## src/rtl/dbir_pkg.sv

```systemverilog
`default_nettype none

package dbir_pkg;

	// Register map, one 32-bit register every four bytes.
	localparam int unsigned PADDR_W = 5;
	localparam int unsigned REG_IDX_W = 3;

	localparam logic [REG_IDX_W-1:0] REG_CHANNEL_ACTIVE = 3'd0;
	localparam logic [REG_IDX_W-1:0] REG_INVERT_MODE    = 3'd1;
	localparam logic [REG_IDX_W-1:0] REG_DEBOUNCE_MS    = 3'd2;
	localparam logic [REG_IDX_W-1:0] REG_PERIODIC_MS    = 3'd3;
	localparam logic [REG_IDX_W-1:0] REG_QUERY_DELAY_MS = 3'd4;

	localparam logic [7:0] QUERY_DELAY_RESET = 8'd10;

	localparam logic CAUSE_CHANGE   = 1'b0;
	localparam logic CAUSE_PERIODIC = 1'b1;

	// Report queue: a tick can leave two reports behind.
	localparam int unsigned QUEUE_DEPTH = 4;
	localparam int unsigned QPTR_W      = 2;
	localparam int unsigned QCNT_W      = 3;

	typedef struct packed {
		logic report_value;
		logic report_cause;
		logic last_of_tick;
	} report_t;

endpackage

`default_nettype wire

```

## src/rtl/dbir_if.sv

```systemverilog
`default_nettype none

interface dbir_tick_if;
	logic valid;
	logic ready;
	logic pin_level;

	modport source (output valid, output pin_level, input ready);
	modport sink (input valid, input pin_level, output ready);
endinterface

interface dbir_report_if;
	logic valid;
	logic ready;
	logic report_value;
	logic report_cause;
	logic last_of_tick;

	modport source (output valid, output report_value, output report_cause,
		output last_of_tick, input ready);
	modport sink (input valid, input report_value, input report_cause,
		input last_of_tick, output ready);
endinterface

`default_nettype wire

```

## src/rtl/debounced_binary_input_reporter.sv

```systemverilog
`default_nettype none

// Debounced active-low contact input with change and periodic reports. Each tick
// transaction is one millisecond of local time carrying the raw pin level. A tick
// is taken into an input register and evaluated from there, so one tick per clock
// cycle is sustained while the report queue has room; a tick produces zero, one or
// two report transactions, which wait in a four-entry report queue and leave one per
// cycle while the receiver is ready. The rate is set by the queue: a tick is
// evaluated only while two queue entries are free, so a stalled report channel
// stalls the tick channel after at most two ticks' worth of reports. The user must
// write configuration over the APB port only while no tick is in flight; the block
// does not enforce this. TIME_BITS sets the width of the local millisecond clock.
module debounced_binary_input_reporter #(
	parameter int unsigned TIME_BITS = 32
) (
	input  wire logic                          clk,
	input  wire logic                          arst_n,
	dbir_tick_if.sink                          tick,
	dbir_report_if.source                      report,
	input  wire logic                          psel,
	input  wire logic                          penable,
	input  wire logic                          pwrite,
	input  wire logic [dbir_pkg::PADDR_W-1:0]  paddr,
	input  wire logic [31:0]                   pwdata,
	output logic      [31:0]                   prdata,
	output logic                               pready
);

	// Configuration registers
	logic        channel_active_q;
	logic        invert_mode_q;
	logic [7:0]  debounce_ms_q;
	logic [31:0] periodic_ms_q;
	logic [7:0]  query_delay_ms_q;

	logic                               cfg_wr;
	logic [dbir_pkg::REG_IDX_W-1:0]     cfg_idx;

	assign pready  = 1'b1;
	assign cfg_wr  = psel && penable && pwrite;
	assign cfg_idx = paddr[dbir_pkg::PADDR_W-1:2];

	always_ff @(posedge clk or negedge arst_n) begin
		if (!arst_n) begin
			channel_active_q <= 1'b0;
			invert_mode_q    <= 1'b0;
			debounce_ms_q    <= 8'd0;
			periodic_ms_q    <= 32'd0;
			query_delay_ms_q <= dbir_pkg::QUERY_DELAY_RESET;
		end else if (cfg_wr) begin
			case (cfg_idx)
				dbir_pkg::REG_CHANNEL_ACTIVE: channel_active_q <= pwdata[0];
				dbir_pkg::REG_INVERT_MODE:    invert_mode_q    <= pwdata[0];
				dbir_pkg::REG_DEBOUNCE_MS:    debounce_ms_q    <= pwdata[7:0];
				dbir_pkg::REG_PERIODIC_MS:    periodic_ms_q    <= pwdata;
				dbir_pkg::REG_QUERY_DELAY_MS: query_delay_ms_q <= pwdata[7:0];
				default: ;
			endcase
		end
	end

	always_comb begin
		case (cfg_idx)
			dbir_pkg::REG_CHANNEL_ACTIVE: prdata = {31'd0, channel_active_q};
			dbir_pkg::REG_INVERT_MODE:    prdata = {31'd0, invert_mode_q};
			dbir_pkg::REG_DEBOUNCE_MS:    prdata = {24'd0, debounce_ms_q};
			dbir_pkg::REG_PERIODIC_MS:    prdata = periodic_ms_q;
			dbir_pkg::REG_QUERY_DELAY_MS: prdata = {24'd0, query_delay_ms_q};
			default:                      prdata = 32'd0;
		endcase
	end

	// Input register
	logic valid_s1;
	logic pin_level_s1;
	logic proc;
	logic tick_acc;

	logic [dbir_pkg::QCNT_W-1:0] cnt_q;

	// Evaluate the registered tick only when two queue entries are free.
	assign proc       = valid_s1 && (cnt_q <= dbir_pkg::QCNT_W'(dbir_pkg::QUEUE_DEPTH - 2));
	assign tick.ready = !valid_s1 || proc;
	assign tick_acc   = tick.valid && tick.ready;

	always_ff @(posedge clk or negedge arst_n) begin
		if (!arst_n) begin
			valid_s1 <= 1'b0;
		end else if (tick.ready) begin
			valid_s1 <= tick.valid;
		end
	end

	always_ff @(posedge clk) begin
		if (tick_acc) begin
			pin_level_s1 <= tick.pin_level;
		end
	end

	// Debounce state
	logic [TIME_BITS-1:0] now_ms_q;
	logic                 held_state_q;
	logic                 last_sample_q;
	logic [TIME_BITS-1:0] bounce_start_ms_q;
	logic [TIME_BITS-1:0] last_query_ms_q;
	logic [TIME_BITS-1:0] last_periodic_ms_q;

	logic [TIME_BITS-1:0] now_next;
	logic [TIME_BITS-1:0] query_el;
	logic [TIME_BITS-1:0] bounce_start_next;
	logic [TIME_BITS-1:0] bounce_el;
	logic [TIME_BITS-1:0] periodic_el;
	logic                 sample;
	logic                 do_query;
	logic                 do_change;
	logic                 do_periodic;
	logic                 held_next;
	logic                 rep_value;

	always_comb begin
		now_next          = now_ms_q + TIME_BITS'(1);
		sample            = ~pin_level_s1;
		query_el          = now_next - last_query_ms_q;
		do_query          = channel_active_q
			&& (query_el > TIME_BITS'(query_delay_ms_q));
		bounce_start_next = (sample != last_sample_q) ? now_next : bounce_start_ms_q;
		bounce_el         = now_next - bounce_start_next;
		do_change         = do_query && (bounce_el > TIME_BITS'(debounce_ms_q))
			&& (sample != held_state_q);
		held_next         = do_change ? sample : held_state_q;
		periodic_el       = now_next - last_periodic_ms_q;
		// The interval may be wider than the clock, so compare at 32 bits.
		do_periodic       = channel_active_q && (periodic_ms_q != 32'd0)
			&& (32'(periodic_el) > periodic_ms_q);
		rep_value         = held_next ^ invert_mode_q;
	end

	always_ff @(posedge clk or negedge arst_n) begin
		if (!arst_n) begin
			now_ms_q           <= '0;
			held_state_q       <= 1'b0;
			last_sample_q      <= 1'b0;
			bounce_start_ms_q  <= '0;
			last_query_ms_q    <= '0;
			last_periodic_ms_q <= '0;
		end else if (proc) begin
			now_ms_q <= now_next;
			if (do_query) begin
				last_query_ms_q   <= now_next;
				last_sample_q     <= sample;
				bounce_start_ms_q <= bounce_start_next;
			end
			held_state_q <= held_next;
			if (do_periodic) begin
				last_periodic_ms_q <= now_next;
			end
		end
	end

	// Report queue
	dbir_pkg::report_t q_mem [dbir_pkg::QUEUE_DEPTH];
	logic [dbir_pkg::QPTR_W-1:0] wr_ptr_q;
	logic [dbir_pkg::QPTR_W-1:0] rd_ptr_q;
	logic [dbir_pkg::QPTR_W-1:0] wr_ptr_nx1;
	logic [1:0]                  push_n;
	logic                        pop;
	dbir_pkg::report_t           chg_rep;
	dbir_pkg::report_t           per_rep;
	dbir_pkg::report_t           first_rep;

	always_comb begin
		chg_rep.report_value = rep_value;
		chg_rep.report_cause = dbir_pkg::CAUSE_CHANGE;
		chg_rep.last_of_tick = !do_periodic;
		per_rep.report_value = rep_value;
		per_rep.report_cause = dbir_pkg::CAUSE_PERIODIC;
		per_rep.last_of_tick = 1'b1;
		first_rep            = do_change ? chg_rep : per_rep;
		push_n               = proc ? ({1'b0, do_change} + {1'b0, do_periodic}) : 2'd0;
		wr_ptr_nx1           = wr_ptr_q + dbir_pkg::QPTR_W'(1);
	end

	assign pop = report.valid && report.ready;

	always_ff @(posedge clk) begin
		if (push_n != 2'd0) begin
			q_mem[wr_ptr_q] <= first_rep;
		end
		if (push_n == 2'd2) begin
			q_mem[wr_ptr_nx1] <= per_rep;
		end
	end

	always_ff @(posedge clk or negedge arst_n) begin
		if (!arst_n) begin
			wr_ptr_q <= '0;
			rd_ptr_q <= '0;
			cnt_q    <= '0;
		end else begin
			wr_ptr_q <= wr_ptr_q + dbir_pkg::QPTR_W'(push_n);
			if (pop) begin
				rd_ptr_q <= rd_ptr_q + dbir_pkg::QPTR_W'(1);
			end
			cnt_q <= cnt_q + dbir_pkg::QCNT_W'(push_n) - dbir_pkg::QCNT_W'(pop);
		end
	end

	assign report.valid        = (cnt_q != '0);
	assign report.report_value = q_mem[rd_ptr_q].report_value;
	assign report.report_cause = q_mem[rd_ptr_q].report_cause;
	assign report.last_of_tick = q_mem[rd_ptr_q].last_of_tick;

	// Assertions
	a_cnt_bound: assert property (@(posedge clk) disable iff (!arst_n)
		cnt_q <= dbir_pkg::QCNT_W'(dbir_pkg::QUEUE_DEPTH))
		else $error("report queue overfilled");

	a_periodic_last: assert property (@(posedge clk) disable iff (!arst_n)
		report.valid && (report.report_cause == dbir_pkg::CAUSE_PERIODIC)
		|-> report.last_of_tick)
		else $error("periodic report not marked last of tick");

	a_inactive_silent: assert property (@(posedge clk) disable iff (!arst_n)
		proc && !channel_active_q |=> cnt_q <= $past(cnt_q))
		else $error("report produced while channel inactive");

	a_ptr_count: assert property (@(posedge clk) disable iff (!arst_n)
		(cnt_q == '0) || (cnt_q == dbir_pkg::QCNT_W'(dbir_pkg::QUEUE_DEPTH))
		|-> wr_ptr_q == rd_ptr_q)
		else $error("queue pointers disagree with fill count");

	a_hold_stage: assert property (@(posedge clk) disable iff (!arst_n)
		valid_s1 && !proc |=> valid_s1 && $stable(pin_level_s1))
		else $error("stalled tick lost from input register");

endmodule

`default_nettype wire

```

## src/flat_wrapper.sv

```systemverilog
// flat-port wrapper written by rule: the top's interface ports become plain ports
module debounced_binary_input_reporter_flat 
#(
	parameter int unsigned TIME_BITS = 32
)
  (clk, arst_n, psel, penable, pwrite, paddr, pwdata, prdata, pready, tick_valid, tick_pin_level, tick_ready, report_valid, report_report_value, report_report_cause, report_last_of_tick, report_ready);
  dbir_tick_if tick_i ();
  dbir_report_if report_i ();
  input  wire logic clk;
  input  wire logic arst_n;
  input  wire logic psel;
  input  wire logic penable;
  input  wire logic pwrite;
  input  wire logic [dbir_pkg::PADDR_W-1:0] paddr;
  input  wire logic [31:0] pwdata;
  output logic      [31:0] prdata;
  output logic pready;
  input wire logic [$bits(tick_i.valid)-1:0] tick_valid;
  input wire logic [$bits(tick_i.pin_level)-1:0] tick_pin_level;
  output wire logic [$bits(tick_i.ready)-1:0] tick_ready;
  output wire logic [$bits(report_i.valid)-1:0] report_valid;
  output wire logic [$bits(report_i.report_value)-1:0] report_report_value;
  output wire logic [$bits(report_i.report_cause)-1:0] report_report_cause;
  output wire logic [$bits(report_i.last_of_tick)-1:0] report_last_of_tick;
  input wire logic [$bits(report_i.ready)-1:0] report_ready;
  assign tick_i.valid = tick_valid;
  assign tick_i.pin_level = tick_pin_level;
  assign tick_ready = tick_i.ready;
  assign report_valid = report_i.valid;
  assign report_report_value = report_i.report_value;
  assign report_report_cause = report_i.report_cause;
  assign report_last_of_tick = report_i.last_of_tick;
  assign report_i.ready = report_ready;
  debounced_binary_input_reporter #(.TIME_BITS(TIME_BITS)) u_core (.clk(clk), .arst_n(arst_n), .tick(tick_i), .report(report_i), .psel(psel), .penable(penable), .pwrite(pwrite), .paddr(paddr), .pwdata(pwdata), .prdata(prdata), .pready(pready));
endmodule
```

## config.mk

```make
export PLATFORM = sky130hd
export DESIGN_NAME = debounced_binary_input_reporter_flat
export DESIGN_NICKNAME = d
export VERILOG_FILES = /design/src/rtl/dbir_pkg.sv /design/src/rtl/dbir_if.sv /design/src/rtl/debounced_binary_input_reporter.sv /design/src/flat_wrapper.sv
export SDC_FILE = /design/constraint.sdc
export NUM_CORES = 1
export LEC_CHECK = 0
export BUFFER_PORTS_ARGS = -buffer_cell sky130_fd_sc_hd__buf_4
export CAP_MARGIN = 15
export CORE_UTILIZATION = 62
export CTS_CLUSTER_DIAMETER = 120
export DETAILED_ROUTE_END_ITERATION = 8
export GPL_TIMING_DRIVEN = 0
export MAX_ROUTING_LAYER = met4
export PLACE_DENSITY = 0.8
export SKIP_CTS_REPAIR_TIMING = 1
export SLEW_MARGIN = 0
export SYNTH_ARGS = -nofsm -noshare
export SYNTH_HDL_FRONTEND = slang
export SYNTH_SLANG_ARGS = --single-unit
```

## constraint.sdc

```tcl
create_clock -name clk -period 11.3 [get_ports clk]
set_clock_uncertainty 0.05 [all_clocks]
set_input_delay 0.565 -clock clk [delete_from_list [all_inputs] [get_ports clk]]
set_output_delay 0.565 -clock clk [all_outputs]
set_load 0.02 [all_outputs]
```

==> impl_metrics.json <==
{
  "run_status": "finished with violations",
  "violations": "hold timing",
  "finalHoldViolCount": 1,
  "dr.max_layer_used": "met4",
  "vdd_drop_max_uv": 218.7,
  "drt_first_pass_iters": 9,
  "postPlaceCellArea_um2": 18300,
  "asyncSetResetFlopFracSynth_pct": 93.53,
  "ys.flop_type": "dfrtp_1",
  "clock-sinks": 201,
  "start_kind": "register",
  "fin_crit_ns": 10.22,
  "finalSetupTns_ns": 0,
  "drc": 0,
  "worstMarginPinSlew_ns": 1.252,
  "fin_worst_hold_slack_ns": -0.004098,
  "synth_area_per_cell_um2": 8.678,
  "critPathTopFamily": "buffers and inverters",
  "io_pins": 83,
  "path_class": "register to register",
  "worst-path-max-fanout": 10,
  "grt_max_degree": 96,
  "worstPathRequired_ns": 11.64,
  "wl_met1_um": 22550,
  "syn_area_um2": 17220,
  "core_area_um2": 27100,
  "cts_tree": "done",
  "antenna_found_initial": 1,
  "grt_overflow_total": 0,
  "cp.arrival_ns": 10.56,
  "final_core_utilization_pct": 70.69,
  "grt_pass1_wl_um": 83230,
  "endpoint_kind": "register",
  "ys_types": 105,
  "post-dp-hpwl_um": 41040,
  "ant_nets": 0,
  "fmax_mhz": 97.81,
  "netlist.area_leader.share_pct": 27.03,
  "vias_per_cell": 6.392,
  "maxCapViolations": 0,
  "die_area_um2": 28440,
  "wl_um": 52680,
  "reg2reg_to": "u_core.q_mem[2][2]",
  "synth_area_leaders": "dfrtp_1, ha_1, xnor2_1",
  "power-per-cell-area_nw_per_um2": 269.6,
  "synth-seq-cells": 201,
  "relSlewSlack_pct": 15.92,
  "drt-initial-drc-count": 1434,
  "port_buffers": 77,
  "cts-root-buf": "clkbuf_16",
  "yosysSeqAreaShare_pct": 29.14,
  "synth_edf_count": 5,
  "synth.largest_area_cell": "dfrtp_1",
  "drive_gt1_share_pct": 11.14,
  "fillers": 2191,
  "cpMostUsedCell": "clkbuf_1",
  "die_h_um": 168.6,
  "start_util_pct": 63.53,
  "slew_viol_final": 0,
  "vias": 15872,
  "worstHoldPathType": "primary input to async pin",
  "rsz0062_at_grt": "no",
  "nets": 2260,
  "netlist_instances": 1984,
  "htree_levels": 1,
  "cts_made_buffers": 25,
  "wl_met3_um": 4179,
  "grt_pass1_vias": 15393,
  "finalCritPeriodShare_pct": 90.48,
  "synth_fp_nets": 2152,
  "dr_wl_met2_um": 23540,
  "routabilityCongestion": 0.9931,
  "yosysWarningCount": 0,
  "ff2ff_path_depth": 28,
  "cp-startpoint": "u_core.pin_level_s1",
  "rows": 60,
  "clk_pin_slew_ns": 0.06,
  "cpPeakStageDelay_ns": 0.68,
  "die_w_um": 168.6,
  "synth_commonest_cells": "dfrtp_1, nand2_1, inv_1",
  "worstReg2RegStart": "u_core.pin_level_s1",
  "syn2layout_area_growth_pct": 11.26,
  "clockBufferDepth": 3,
  "final_area_um2": 19160,
  "leakage_nw": 8.744,
  "slowest_stage": "xnor2_1",
  "rrSetupSlack_ns": 1.08,
  "path_buf_inv": 7,
  "crit_end": "u_core.q_mem[2][2]",
  "synth_most_common_cell": "dfrtp_1",
  "finalSetupViolations": 0,
  "grt_usage_pct": 38.58,
  "cp_num_cells": 28,
  "wl_per_cell_um": 21.22,
  "clock_latency_ns": 0.55
}
## per-layer routing
metal	vias to the layer above	global-route usage, %
li1	7403	-
met4	0	15.89
met5	-	-
met3	144	6.640
met2	663	60.78
met1	7662	49.33
## cell families (layout without fill, tap and decap cells)
| family | after synthesis | count (layout) | share of synthesized area, % |
|---|---|---|---|
| AOI/OAI and AO/OA | 461 | 461 | 18.12 |
| muxes | 124 | 124 | 7.805 |
| adders and majority gates | 140 | 140 | 10.12 |
| xor gates and xnor gates | 161 | 161 | 9.869 |
| DFF | 201 | 201 | 29.14 |
| and+or+nand+nor | 642 | 642 | 18.96 |
| other | 1 | 2 | 0.02178 |
| buffers and inverters | 254 | 380 | 5.966 |
## sequential cells by signal, indices dropped and copies added, names as in the netlist, 2 cells and up
| register | count |
|---|---|
| u_core.bounce_start_ms_q | 32 |
| u_core.cnt_q | 3 |
| u_core.debounce_ms_q | 8 |
| u_core.last_periodic_ms_q | 32 |
| u_core.last_query_ms_q | 32 |
| u_core.now_ms_q | 32 |
| u_core.periodic_ms_q | 32 |
| u_core.q_mem | 12 |
| u_core.query_delay_ms_q | 8 |
| u_core.rd_ptr_q | 2 |
| u_core.wr_ptr_q | 2 |
## stage by stage
| stage | power, mW | instances | setup WS [ns] |
|---|---|---|---|
| after floorplan | 3.384 | 1984 | 3.261 |
| after global placement | 4.124 | 2433 | 1.077 |
| after detailed placement | 4.235 | 2435 | 0.9846 |
| after CTS | 5.103 | 2480 | 0.8946 |
| after global routing | 5.515 | 2483 | 0.4282 |
| final | 5.166 | 2483 | 1.076 |
## report_power, final
group	internal [mW]	switching [mW]	leakage, nW
clock network	0.501	0.335	0.416
logic	1.46	1.97	5.75
registers	0.829	0.0778	2.57
## worst min path at each step
| stage | start | endpoint | slack (ns) | cells after the start |
|---|---|---|---|---|
| after floorplan | arst_n | u_core.bounce_start_ms_q[0] | 0.22 | 0 |
| after global placement | u_core.q_mem[3][1] | u_core.q_mem[3][1] | 0.40 | 1 |
| after detailed placement | u_core.q_mem[0][0] | u_core.q_mem[0][0] | 0.41 | 1 |
| after CTS | arst_n | u_core.invert_mode_q | 0.02 | 1 |
| after global routing | arst_n | u_core.invert_mode_q | 0.06 | 1 |
| final | arst_n | u_core.invert_mode_q | -0.004 | 1 |
## layout make-up
type / count / area (um2) / area share (%)
Sequential cell: 201 / 5017 / 26.19
Buffer: 93 / 422.9 / 2.208
Clock buffer: 33 / 695.7 / 3.631
Timing Repair Buffer: 81 / 630.6 / 3.292
Tap cell: 372 / 465.4 / 2.430
Inverter: 161 / 604.3 / 3.155
Clock inverter: 12 / 145.1 / 0.7576
Antenna cell: 1 / 2.502 / 0.01306
Multi-Input combinational cell: 1529 / 11170 / 58.32
## placed cells by master (no fill, tap or decap), types with 26 or more instances in the layout
master    count
a21o_1       29
nand2_1     172
nand4_1      32
xor2_1       45
xnor2_1      95
nor4_1       26
mux2_2       39
inv_1       158
nor2_1      124
mux2i_1      69
dfrtp_1     186
clkbuf_1     66
a21oi_1      75
o21ai_0     139
nand3_1      54
buf_4        80
ha_1        119
nor3_1       73
No activity file was read; power rests on OpenSTA's default activity.
